--- src/design/rc4ks_pkg.sv ---
// ----------------------------------------------------------------------------
// rc4ks_pkg
// Shared types and constants for the RC4 keystream/XOR block.
// ----------------------------------------------------------------------------
`default_nettype none

package rc4ks_pkg;

   localparam int KEY_REG_BYTES = 5;
   localparam int KEY_W         = 8 * KEY_REG_BYTES;
   localparam int SYM_W         = 8;

   localparam logic ACT_START = 1'b0;
   localparam logic ACT_BYTE  = 1'b1;

   typedef struct packed {
      logic             action;
      logic [SYM_W-1:0] data_byte;
   } req_type;

   typedef struct packed {
      logic [SYM_W-1:0] out_byte;
      logic [SYM_W-1:0] keystream_byte;
   } rsp_type;

   // one access bundle per cycle toward the permutation memory
   typedef struct packed {
      logic             clear;
      logic             wr_en;
      logic [SYM_W-1:0] wr_addr;
      logic [SYM_W-1:0] wr_data;
      logic [SYM_W-1:0] rd_addr;
   } perm_req_type;

endpackage

`default_nettype wire

--- src/design/rc4ks_perm_mem.sv ---
// ----------------------------------------------------------------------------
// rc4ks_perm_mem
// 256 x 8 permutation memory, one write and one registered read per cycle.
// Per-entry valid bits make a never-written entry read as its own address,
// so reset and a key-schedule start restore the identity by clearing them.
// ----------------------------------------------------------------------------
`default_nettype none

module rc4ks_perm_mem
   import rc4ks_pkg::*;
(
   input  wire logic             clock,
   input  wire logic             reset,
   input  wire perm_req_type     mem_req,
   output logic [SYM_W-1:0]      rd_data
);

   localparam int DEPTH = 1 << SYM_W;

   logic [SYM_W-1:0] mem [DEPTH];
   logic [DEPTH-1:0] valid_ff;
   logic [SYM_W-1:0] rd_data_ff;

   always_ff @(posedge clock) begin
      if (mem_req.wr_en) begin
         mem[mem_req.wr_addr] <= mem_req.wr_data;
      end
   end

   // read-before-write on a same-address collision
   always_ff @(posedge clock) begin
      if (valid_ff[mem_req.rd_addr]) begin
         rd_data_ff <= mem[mem_req.rd_addr];
      end else begin
         rd_data_ff <= mem_req.rd_addr;
      end
   end

   always_ff @(posedge clock) begin
      if (reset || mem_req.clear) begin
         valid_ff <= '0;
      end else if (mem_req.wr_en) begin
         valid_ff[mem_req.wr_addr] <= 1'b1;
      end
   end

   assign rd_data = rd_data_ff;

endmodule

`default_nettype wire

--- src/design/rc4ks_seq.sv ---
// ----------------------------------------------------------------------------
// rc4ks_seq
// Sequencer: runs the key schedule and the keystream step as read/modify/
// write passes over the permutation memory, holding i, j and the key index.
// ----------------------------------------------------------------------------
`default_nettype none

module rc4ks_seq
   import rc4ks_pkg::*;
#(
   parameter int KEY_BYTES = 5
)(
   input  wire logic             clock,
   input  wire logic             reset,
   input  wire logic             req_valid,
   output logic                  req_ready,
   input  wire req_type          req_data,
   input  wire logic [KEY_W-1:0] key,
   input  wire logic             rsp_free,
   output logic                  ks_valid,
   output rsp_type               ks_data,
   output perm_req_type          mem_req,
   input  wire logic [SYM_W-1:0] rd_data
);

   localparam int KIDX_W = (KEY_BYTES > 1) ? $clog2(KEY_BYTES) : 1;
   localparam logic [KIDX_W-1:0] KIDX_LAST = KIDX_W'(KEY_BYTES - 1);
   localparam logic [SYM_W-1:0]  LAST_STEP = '1;

   typedef enum logic [7:0] {
      ST_IDLE = 8'b0000_0001,
      ST_RDI  = 8'b0000_0010,
      ST_RDJ  = 8'b0000_0100,
      ST_WRJ  = 8'b0000_1000,
      ST_KRDS = 8'b0001_0000,
      ST_KRDA = 8'b0010_0000,
      ST_KWRS = 8'b0100_0000,
      ST_KWRA = 8'b1000_0000
   } state_type;

   state_type         state_ff, state_in;
   logic [SYM_W-1:0]  i_ff, i_in;
   logic [SYM_W-1:0]  j_ff, j_in;
   logic [SYM_W-1:0]  si_ff, si_in;
   logic [SYM_W-1:0]  sj_ff, sj_in;
   logic [SYM_W-1:0]  t_ff, t_in;
   logic [SYM_W-1:0]  data_ff, data_in;
   logic [KIDX_W-1:0] kidx_ff, kidx_in;
   logic [SYM_W-1:0]  key_byte;
   logic [SYM_W-1:0]  ks;

   // key bytes past the register read as zero
   always_comb begin
      key_byte = '0;
      for (int n = 0; n < KEY_REG_BYTES; n++) begin
         if (int'(kidx_ff) == n) begin
            key_byte = key[n*SYM_W +: SYM_W];
         end
      end
   end

   // the swap's two writes are not yet all visible to the read of S[t]
   always_comb begin
      if (t_ff == j_ff) begin
         ks = si_ff;
      end else if (t_ff == i_ff) begin
         ks = sj_ff;
      end else begin
         ks = rd_data;
      end
   end

   always_comb begin
      state_in  = state_ff;
      i_in      = i_ff;
      j_in      = j_ff;
      si_in     = si_ff;
      sj_in     = sj_ff;
      t_in      = t_ff;
      data_in   = data_ff;
      kidx_in   = kidx_ff;
      req_ready = 1'b0;
      ks_valid  = 1'b0;
      mem_req   = '{clear: 1'b0, wr_en: 1'b0, wr_addr: '0, wr_data: '0, rd_addr: '0};

      unique case (state_ff)
         ST_IDLE: begin
            req_ready = 1'b1;
            if (req_valid) begin
               if (req_data.action == ACT_BYTE) begin
                  i_in            = i_ff + 1'b1;
                  data_in         = req_data.data_byte;
                  mem_req.rd_addr = i_in;
                  state_in        = ST_RDI;
               end else begin
                  mem_req.clear = 1'b1;
                  i_in          = '0;
                  j_in          = '0;
                  kidx_in       = '0;
                  state_in      = ST_KRDS;
               end
            end
         end
         ST_RDI: begin
            si_in           = rd_data;
            j_in            = j_ff + rd_data;
            mem_req.rd_addr = j_in;
            state_in        = ST_RDJ;
         end
         ST_RDJ: begin
            sj_in           = rd_data;
            t_in            = si_ff + rd_data;
            mem_req.wr_en   = 1'b1;
            mem_req.wr_addr = i_ff;
            mem_req.wr_data = rd_data;
            mem_req.rd_addr = t_in;
            state_in        = ST_WRJ;
         end
         ST_WRJ: begin
            mem_req.wr_en   = 1'b1;
            mem_req.wr_addr = j_ff;
            mem_req.wr_data = si_ff;
            mem_req.rd_addr = t_ff;
            if (rsp_free) begin
               ks_valid = 1'b1;
               state_in = ST_IDLE;
            end
         end
         ST_KRDS: begin
            mem_req.rd_addr = i_ff;
            state_in        = ST_KRDA;
         end
         ST_KRDA: begin
            si_in           = rd_data;
            j_in            = j_ff + rd_data + key_byte;
            mem_req.rd_addr = j_in;
            state_in        = ST_KWRS;
         end
         ST_KWRS: begin
            mem_req.wr_en   = 1'b1;
            mem_req.wr_addr = i_ff;
            mem_req.wr_data = rd_data;
            state_in        = ST_KWRA;
         end
         ST_KWRA: begin
            mem_req.wr_en   = 1'b1;
            mem_req.wr_addr = j_ff;
            mem_req.wr_data = si_ff;
            kidx_in         = (kidx_ff == KIDX_LAST) ? '0 : kidx_ff + 1'b1;
            if (i_ff == LAST_STEP) begin
               i_in     = '0;
               j_in     = '0;
               state_in = ST_IDLE;
            end else begin
               i_in     = i_ff + 1'b1;
               state_in = ST_KRDS;
            end
         end
         default: begin
            state_in = ST_IDLE;
         end
      endcase
   end

   always_ff @(posedge clock) begin
      if (reset) begin
         state_ff <= ST_IDLE;
         i_ff     <= '0;
         j_ff     <= '0;
         kidx_ff  <= '0;
      end else begin
         state_ff <= state_in;
         i_ff     <= i_in;
         j_ff     <= j_in;
         kidx_ff  <= kidx_in;
      end
   end

   always_ff @(posedge clock) begin
      si_ff   <= si_in;
      sj_ff   <= sj_in;
      t_ff    <= t_in;
      data_ff <= data_in;
   end

   assign ks_data.out_byte       = data_ff ^ ks;
   assign ks_data.keystream_byte = ks;

endmodule

`default_nettype wire

--- src/design/rc4_keystream_xor.sv ---
// ----------------------------------------------------------------------------
// rc4_keystream_xor
// RC4 keystream generator with XOR, one data byte per request.
// ----------------------------------------------------------------------------
// Usage:
//   csr_wr_en/csr_wr_data load the 40-bit key; it is used at the next start.
//   req channel (valid/ready): action start rebuilds the permutation from the
//   key and gives no response; action byte runs one generator step.
//   rsp channel (valid/ready): out_byte = data_byte ^ keystream_byte.
// Sequencing:
//   a byte transfer uses the permutation memory in turn (read S[i],
//   read S[j], write S[i] with read S[i]+S[j], write S[j]); the response is
//   registered and becomes valid as the sequencer returns to idle, when the
//   next request can be taken, so only one byte is in flight at a time.
//   a start runs 256 schedule steps, each reading and writing S[i] and S[j];
//   no request is taken until the last schedule step has written.
// Reset: identity permutation, i = j = 0, key zero, response register empty.
// A stalled response register holds its transfer; a new request is still
// taken, and its step waits in the last phase until the register frees up.
// ----------------------------------------------------------------------------
`default_nettype none

module rc4_keystream_xor
   import rc4ks_pkg::*;
#(
   parameter int KEY_BYTES = 5
)(
   input  wire logic             clock,
   input  wire logic             reset,
   input  wire logic             req_valid,
   output logic                  req_ready,
   input  wire req_type          req_data,
   output logic                  rsp_valid,
   input  wire logic             rsp_ready,
   output rsp_type               rsp_data,
   input  wire logic             csr_wr_en,
   input  wire logic [KEY_W-1:0] csr_wr_data
);

   logic [KEY_W-1:0] key_ff;
   logic             rsp_valid_ff;
   rsp_type          rsp_data_ff;
   logic             rsp_free;
   logic             ks_valid;
   rsp_type          ks_data;
   perm_req_type     mem_req;
   logic [SYM_W-1:0] rd_data;

   always_ff @(posedge clock) begin
      if (reset) begin
         key_ff <= '0;
      end else if (csr_wr_en) begin
         key_ff <= csr_wr_data;
      end
   end

   assign rsp_free = !rsp_valid_ff || rsp_ready;

   always_ff @(posedge clock) begin
      if (reset) begin
         rsp_valid_ff <= 1'b0;
      end else if (rsp_free) begin
         rsp_valid_ff <= ks_valid;
      end
   end

   always_ff @(posedge clock) begin
      if (ks_valid) begin
         rsp_data_ff <= ks_data;
      end
   end

   assign rsp_valid = rsp_valid_ff;
   assign rsp_data  = rsp_data_ff;

   rc4ks_seq #(
      .KEY_BYTES (KEY_BYTES)
   ) u_seq (
      .clock     (clock),
      .reset     (reset),
      .req_valid (req_valid),
      .req_ready (req_ready),
      .req_data  (req_data),
      .key       (key_ff),
      .rsp_free  (rsp_free),
      .ks_valid  (ks_valid),
      .ks_data   (ks_data),
      .mem_req   (mem_req),
      .rd_data   (rd_data)
   );

   rc4ks_perm_mem u_mem (
      .clock   (clock),
      .reset   (reset),
      .mem_req (mem_req),
      .rd_data (rd_data)
   );

   // one item in flight: the sequencer is busy right after a transfer
   a_busy_after_req: assert property (@(posedge clock) disable iff (reset)
      req_valid && req_ready |=> !req_ready)
      else $error("request taken while a step was still running");

   // a step result is only produced when the response register can take it
   a_no_overwrite: assert property (@(posedge clock) disable iff (reset)
      ks_valid |-> rsp_free)
      else $error("step result would overwrite a pending response");

   // a response appears only out of a running step
   a_rsp_from_step: assert property (@(posedge clock) disable iff (reset)
      $rose(rsp_valid) |-> $past(!req_ready))
      else $error("response appeared without a step in progress");

endmodule

`default_nettype wire

--- config.mk ---
export PLATFORM = sky130hd
export DESIGN_NAME = rc4_keystream_xor
export DESIGN_NICKNAME = d
export VERILOG_FILES = /design/src/design/rc4ks_pkg.sv /design/src/design/rc4ks_perm_mem.sv /design/src/design/rc4ks_seq.sv /design/src/design/rc4_keystream_xor.sv
export SDC_FILE = /design/constraint.sdc
export NUM_CORES = 2
export LEC_CHECK = 0
export BUFFER_PORTS_ARGS = -buffer_cell sky130_fd_sc_hd__buf_2
export CAP_MARGIN = 10
export CORE_MARGIN = 5
export CORE_UTILIZATION = 38
export CTS_CLUSTER_SIZE = 40
export DETAILED_ROUTE_END_ITERATION = 12
export PLACE_DENSITY = 0.57
export SETUP_SLACK_MARGIN = 0.5
export SLEW_MARGIN = 30
export SYNTH_ARGS = -nofsm -noshare
export SYNTH_HDL_FRONTEND = slang
export SYNTH_SLANG_ARGS = --single-unit
export TNS_END_PERCENT = 50
--- constraint.sdc ---
create_clock -name clock -period 14.9 [get_ports clock]
set_input_delay 0.745 -clock clock [delete_from_list [all_inputs] [get_ports clock]]
set_output_delay 0.745 -clock clock [all_outputs]
set_load 0.005 [all_outputs]
; Word level (Yosys, flattened, before mapping)
; Memories as Yosys holds them, arrays and structs flattened.
; Index checks and enable logic that the tools add are counted.
[word_totals]
ramBits = 2048
input_bits = 54
n_memories = 1
output_inout_bits = 18
reg_bits = 380
elab_cells = 100
[mem_list]
columns = name, depth, width, read_ports, rd_ports_with_merged_regs, write_ports, line_no
row1 = u_mem.mem, 256, 8, 1, 0, 1, rc4ks_perm_mem.sv:20  ; logic [SYM_W-1:0] mem [DEPTH];
[op_classes]
reduce_logical = 15
n_mux = 40
n_bitwise = 2
addsub = 5
order_cmp = 3
n_eq_ne = 20
[op_table]
columns = cell, count
row1 = $or A256 B256 Y256, 1
row2 = $mux W8, 17
row3 = $pmux W8 S8, 1
row4 = $pmux W8 S6, 1
row5 = $pmux W17 S2, 1
row6 = $pmux W8 S4, 1
row7 = $add A8 B8 Y8, 3
row8 = $lt A8 B9 Y1 const B, 2
row9 = $eq A8 B8 Y1, 2
row10 = $eq A8 B8 Y1 const B, 2
row11 = $pmux W8 S2, 1
row12 = $eq A3 B3 Y1 const B, 4
row13 = $mux W1, 10
row14 = $mux W5, 2
row15 = $mux W3, 3
row16 = $add A8 B1 Y8 const B, 1
row17 = $bmux W1 S8, 1
row18 = $demux W1 S8, 1
row19 = $eq A8 B1 Y1 const B, 1
row20 = $eq A8 B2 Y1 const B, 1
row21 = $eq A8 B3 Y1 const B, 1
row22 = $eq A8 B4 Y1 const B, 1
row23 = $eq A8 B5 Y1 const B, 1
row24 = $eq A8 B6 Y1 const B, 1
row25 = other kinds (18), 25

; Longest topological paths before layout
[depth]
word_depth = 11
mapped_depth = 27
depth_no_buf = 22

; Modules after synthesis
; From an unflattened synthesis, not the netlist that was laid out.
[hier_totals]
hier_cells = 5189
hier_area_um2 = 95755.6
[modules_own_cells]
columns = module, n_inst, cells_per_inst, seq_area_each_um2, area_per_inst_um2
row1 = rc4ks_perm_mem, 1, 4560, 66784.1, 89458.3
row2 = rc4ks_seq, 1, 479, 1501.4, 4310.4
row3 = rc4_keystream_xor, 1, 150, 1301.2, 1986.9

; Worst setup path after synthesis
; Ideal clock, no wire load.
[synth_timing]
path_type = flip-flop to flip-flop
startpoint = reg u_seq.state_ff[0]
endpoint = mem u_mem.mem[0][0] (data pin)
setup_ps = 864
path_buffers = 3
stages_incl_launch_ff = 9
path_slack_ps = 8624
period_less_slack_ps = 6276
t_required_ps = 14036
t_arrival_ps = 5411
path_cell_list = dfxtp_1 buf_2 or4_1 nor3_1 nand3b_1 nand2_1 buf_2 buf_1 a22o_1
[synth_lines]
columns = element, line_no
row1 = "start, declared", rc4ks_seq.sv:41  ; state_type state_ff, state_in;
row2 = "start signal, assigned", rc4ks_seq.sv:172  ; state_ff <= state_in;
row3 = "end, declared", rc4ks_perm_mem.sv:20

; Final worst setup path
[layout_timing]
startpoint = reg u_seq.kidx_ff[1]
endpoint = reg u_mem.rd_data_ff[6] (netlist: u_mem.rd_data[6])
[layout_between]
elab_chain_len = 11
word_cells_on_any_way = 16
classes_between = 1 x add/sub / 4 x eq/ne / 9 x mux / 1 x reduce/logical / 1 x memory
[layout_rtl]
columns = element, line_no
row1 = "start, declared", rc4ks_seq.sv:48  ; logic [KIDX_W-1:0] kidx_ff, kidx_in;
row2 = "start signal, assigned", rc4ks_seq.sv:175  ; kidx_ff <= kidx_in;
row3 = $logic_not A3 Y1, rc4ks_seq.sv:56  ; if (int'(kidx_ff) == n) begin
row4 = $mux W8 (4 in series), rc4ks_seq.sv:56
row5 = $mux W8 *, rc4ks_seq.sv:56
row6 = $add A8 B8 Y8 *, rc4ks_seq.sv:135  ; j_in = j_ff + rd_data + key_byte;
row7 = $pmux W8 S6 *, rc4ks_seq.sv:86  ; unique case (state_ff)
row8 = $bmux W1 S8, rc4ks_perm_mem.sv:32  ; if (valid_ff[mem_req.rd_addr]) begin
row9 = $mux W1 (not written as such), rc4ks_perm_mem.sv:32
row10 = $mux W8 *, rc4ks_perm_mem.sv:32
row11 = "end signal, assigned", rc4ks_perm_mem.sv:33  ; rd_data_ff <= mem[mem_req.rd_addr];
row12 = "end signal, assigned", rc4ks_perm_mem.sv:35  ; rd_data_ff <= mem_req.rd_addr;
row13 = "end, declared", rc4ks_perm_mem.sv:22  ; logic [SYM_W-1:0] rd_data_ff;
; Mark *: on every way between the ends. The rest lies on a longest branch, timed or not. The select of a mux whose other input is x is not followed.
; A chain may end at the register's enable or synchronous reset.

==> results.md <==
- The flow ran to the end, and the final reports show no timing, DRC or antenna violations.
- The clock slew seen by the registers of the worst setup and hold paths is 0.06 ns.
- The total setup violations reported at the end of the flow is 0.
- Post-CTS repair changed the size of 0 cells.
- Static timing analysis puts the maximum clock frequency at 130 MHz.
- The routed via count divided by cell count is 6.00.
- The post-route worst hold slack is 0.0776 ns.
- The number of pins with negative max-slew slack in the final report is 0.
- For the pin with the worst max-slew slack, the measured transition is 1.20 ns.
- Of the available clock period, the critical path in the final layout requires 51.7%.
- After the last flow step, the layout net total stands at 7951.
- Setup repair after global routing left no endpoint under its margin.
- The share of post-route cells with drive strength above 1 is 10.6%.
- The largest buffer count on any clock path is 4.
- The number of warnings issued by yosys is 0.
- The initial utilization of the core area, before any placement, comes to 38.2%.
- Together, buffers and inverters on the worst path number 3.
- The routed via count is 68900.
- The post-route total power is 0.0146 W.
- The number of global-route vias before repair is 63800.
- Averaged over all synthesized cells, the footprint is 12.6 µm².
- In this run the tightest slew margin relative to its limit is 19.4%.
- The core occupancy in the finished layout is 43.1%.
- The first detailed-routing pass ran for 8 iterations.
- The net count after synthesis is 7974.
- The shortest period the worst path allows is 7.70 ns.
- The x dimension of the die is 521 µm.
- In the global route stage, overall resource usage came out at 24.2%.
- In this run the tool buffered the top-level ports with 71 buffer cells.
- The synthesized design contains 2096 enable-type register cells.
- The delay contributed by the slowest stage of the critical path is 0.80 ns.
- During I/O placement, the number of pins put on the boundary was 72.
- The area growth from synthesis to layout is 12.8%.
- The number of antenna violations at the first check in global routing is 25.
- For this design the ratio of total power to cell area is 130 nW/µm².
- In the final routed layout, each cell accounts on average for 29.6 µm.
- The number of instances in the synthesized netlist is 7890.
- The clock reaches the later pin of the worst-skew pair after 0.95 ns.
- The path class of the tightest hold or removal check is input port to flop.
- The worst-path maximum fanout is 106.
- Yosys mapped the design onto 96 distinct sky130hd cell types.
- The worst setup path is captured at a flop.
- The clock net in this run drives a total of 2428 sinks.
- The setup total negative slack is 0 ns.
- TritonCTS built the clock tree.
- Data on the critical path is required at its endpoint by 15.73 ns.
- The area of the core is 260000 µm².
- The proportion of synthesized chip area in sequential cells is 70.1%.
- Summed over all layers, the global routing overflow is 0.
- Summing every instance area after synthesis gives 99300 µm².
- Wires add up to 340000 µm.
- The y dimension of the die is 521 µm.
- The finished layout cell area is 112000 µm².
- The number of synthesized register bits is 2428.
- After detailed placement, the total cell area comes to 103000 µm².
- Across the VDD grid, the largest voltage drop is 0.0963 mV.
- The leading register cell type out of synthesis is sky130_fd_sc_hd__edfxtp_1.
- The first routing iteration left 9672 violations.
- The number of clock buffers added by TritonCTS is 277.
- The number of cell rows is 187.
- The number of endpoints with negative hold slack in the final report was 0.
- Max-cap violations in this run came to 0.
- The post-CTS repair timing setup buffer count is 0.
- The signal on the critical path passes through inv_1, ha_1, nor3_1, a22oi_1, a211oi_1, a21oi_1, o21ai_0, ha_1, fa_1, nand3_1, and4_4, nand2_8, buf_4, buf_4, a211oi_1, a31oi_1, a21oi_1, a22o_1, o21ai_0, a31oi_2, nor2_8, mux2_4.
- In this run, post-CTS hold repair placed 8 buffers.
- The first global-routing pass estimated 481000 µm of wire.
- The master cell of the clock root buffer is sky130_fd_sc_hd__clkbuf_16.
- The arrival time at the worst endpoint is 8.54 ns.
- The class of the most critical setup path is flop to flop.
- The cell family contributing the most delay on the critical path is compound AO/OA/AOI/OAI gates.
- The half-perimeter wire length of the detailed placement result is 196000 µm.
- STA classifies the critical path startpoint as a flop.
- The clock arrives with 0.0719 ns of skew.
- The H-tree depth is 5.
- The proportion of synthesized flip-flops having asynchronous set or reset is 0%.
- The global placer's final weighted congestion is 0.897.
- After detailed routing, the number of remaining DRC violations is 0.
- Summed over all cells, the static leakage comes to 35.3 nW.
- The remaining antenna violation count is 0.
- Entering global routing, the biggest net connects 191 pins.
- The floorplan die area is 272000 µm².
- The library cell contributing the largest single delay on the critical path is sky130_fd_sc_hd__buf_4.
## power breakdown
| part | total, W | switching (W) | internal (W) |
|---|---|---|---|
| Clock | 0.00653 | 0.00269 | 0.00384 |
| Sequential | 0.00730 | 0.0000157 | 0.00729 |
| Combinational | 0.000732 | 0.000519 | 0.000213 |
| Total | 0.0146 | 0.00323 | 0.0113 |
## flip-flops by register name, summed over array words and instances, names as in the netlist, 16 cells and up
signal and count:
rsp_data 16, u_mem.mem 2048, key_ff 40, u_mem.valid_ff 256
## cell type report
type	instances	area [µm²]
antenna	10	25.0
clock buffer	400	7850
clock inverter	79	679
fill	23600	148000
inverter	10	37.5
multi-input combinational	4893	27400
sequential	2428	69600
tap	3402	4260
timing repair buffer	257	2060
## stage by stage
stage | instances | worst slack (ns)
after floorplan | 7890 | 8.62
after global placement | 11000 | 6.02
after detailed placement | 11000 | 7.14
after CTS | 11500 | 7.12
after global routing | 11500 | 6.66
final | 11500 | 7.20
## worst reg2reg max path: cells and delay by family (launching register included)
kind,cells,cell delay [ns]
muxes,1,0.32
adders and majority gates,3,0.62
buffers and inverters,3,1.77
and+or+nand+nor,5,2.07
DFF,1,0.39
AOI/OAI and AO/OA,10,2.47
## synth_stat cells (all sizes together), types with 8 or more instances
master / count / share of area (%)
edfxtp: 2096 / 63
nand2: 1751 / 6.6
nand3: 684 / 3.5
nor2: 404 / 1.6
buf: 381 / 2.3
dfxtp: 332 / 6.7
a211oi: 290 / 2.2
o21a: 264 / 2.0
and3: 255 / 1.6
mux2i: 196 / 2.0
a31oi: 190 / 1.2
clkbuf: 178 / 0.67
a21oi: 174 / 0.88
o21ai: 93 / 0.47
a311oi: 88 / 0.78
o22ai: 41 / 0.26
nand4: 40 / 0.25
nor3: 38 / 0.20
nor4: 28 / 0.20
ha: 27 / 0.34
a32oi: 25 / 0.22
xor2: 24 / 0.21
a22oi: 23 / 0.17
xnor2: 20 / 0.18
a32o: 15 / 0.15
a2111oi: 14 / 0.14
o2111ai: 14 / 0.12
nand3b: 13 / 0.098
a21o: 11 / 0.083
a22o: 11 / 0.097
o211ai: 11 / 0.083
a221oi: 10 / 0.10
inv: 10 / 0.038
o221ai: 10 / 0.088
and2: 9 / 0.057
o31ai: 9 / 0.068
a311o: 8 / 0.081
## kinds of logic after synthesis
group	count (synthesis)	share of synthesized area (%)
buf+inv	569	3.00
simple gates	3270	14.4
compound gates	1349	9.63
flops	2428	70.1
xor+xnor	44	0.388
mux	200	2.03
fa+ha+maj	30	0.401
## layout by cell type (no fill, tap or decap), types with 23 or more instances in the layout
master and n:
sky130_fd_sc_hd__edfxtp_1 2096, sky130_fd_sc_hd__nand2_1 1728, sky130_fd_sc_hd__nand3_1 682, sky130_fd_sc_hd__dfxtp_1 332, sky130_fd_sc_hd__a211oi_1 290, sky130_fd_sc_hd__clkbuf_16 287
sky130_fd_sc_hd__o21a_1 264, sky130_fd_sc_hd__and3_1 255, sky130_fd_sc_hd__nor2_1 237, sky130_fd_sc_hd__mux2i_1 196, sky130_fd_sc_hd__a31oi_1 189, sky130_fd_sc_hd__a21oi_1 172
sky130_fd_sc_hd__nor2_2 157, sky130_fd_sc_hd__buf_4 154, sky130_fd_sc_hd__clkbuf_1 89, sky130_fd_sc_hd__a311oi_1 88, sky130_fd_sc_hd__o21ai_0 86, sky130_fd_sc_hd__buf_2 71
sky130_fd_sc_hd__o22ai_1 41, sky130_fd_sc_hd__nand4_1 40, sky130_fd_sc_hd__nor3_1 35, sky130_fd_sc_hd__clkinv_1 30, sky130_fd_sc_hd__clkinv_2 29, sky130_fd_sc_hd__ha_1 27
sky130_fd_sc_hd__a32oi_1 25, sky130_fd_sc_hd__xor2_1 24, sky130_fd_sc_hd__clkbuf_8 24, sky130_fd_sc_hd__a22oi_1 23
## metal layers
layer  vias to the layer above  routed length (µm)  track usage, %
met2                      4005              150000            36.2
met5                         -                  85               0
met3                       772               35900            5.53
met1                     34700              138000            33.6
met4                        12               16000            10.9
li1                      29400                   -               -
## final timing paths
check                           slack (ns)  cells past startpoint                          endpoint                        startpoint
worst max-delay path                  7.20                     22          u_mem.rd_data[6]$_DFF_P_     u_seq.kidx_ff[1]$_SDFFE_PP0P_
worst max register to register        7.20                     22          u_mem.rd_data[6]$_DFF_P_     u_seq.kidx_ff[1]$_SDFFE_PP0P_
worst min register to register        0.45                      1  u_mem.valid_ff[224]$_SDFFE_PP0P_  u_mem.valid_ff[224]$_SDFFE_PP0P_
worst min-delay path                  0.08                      3           key_ff[12]$_SDFFE_PP0P_                   csr_wr_data[12]
No activity file was read; power rests on OpenSTA's default activity.
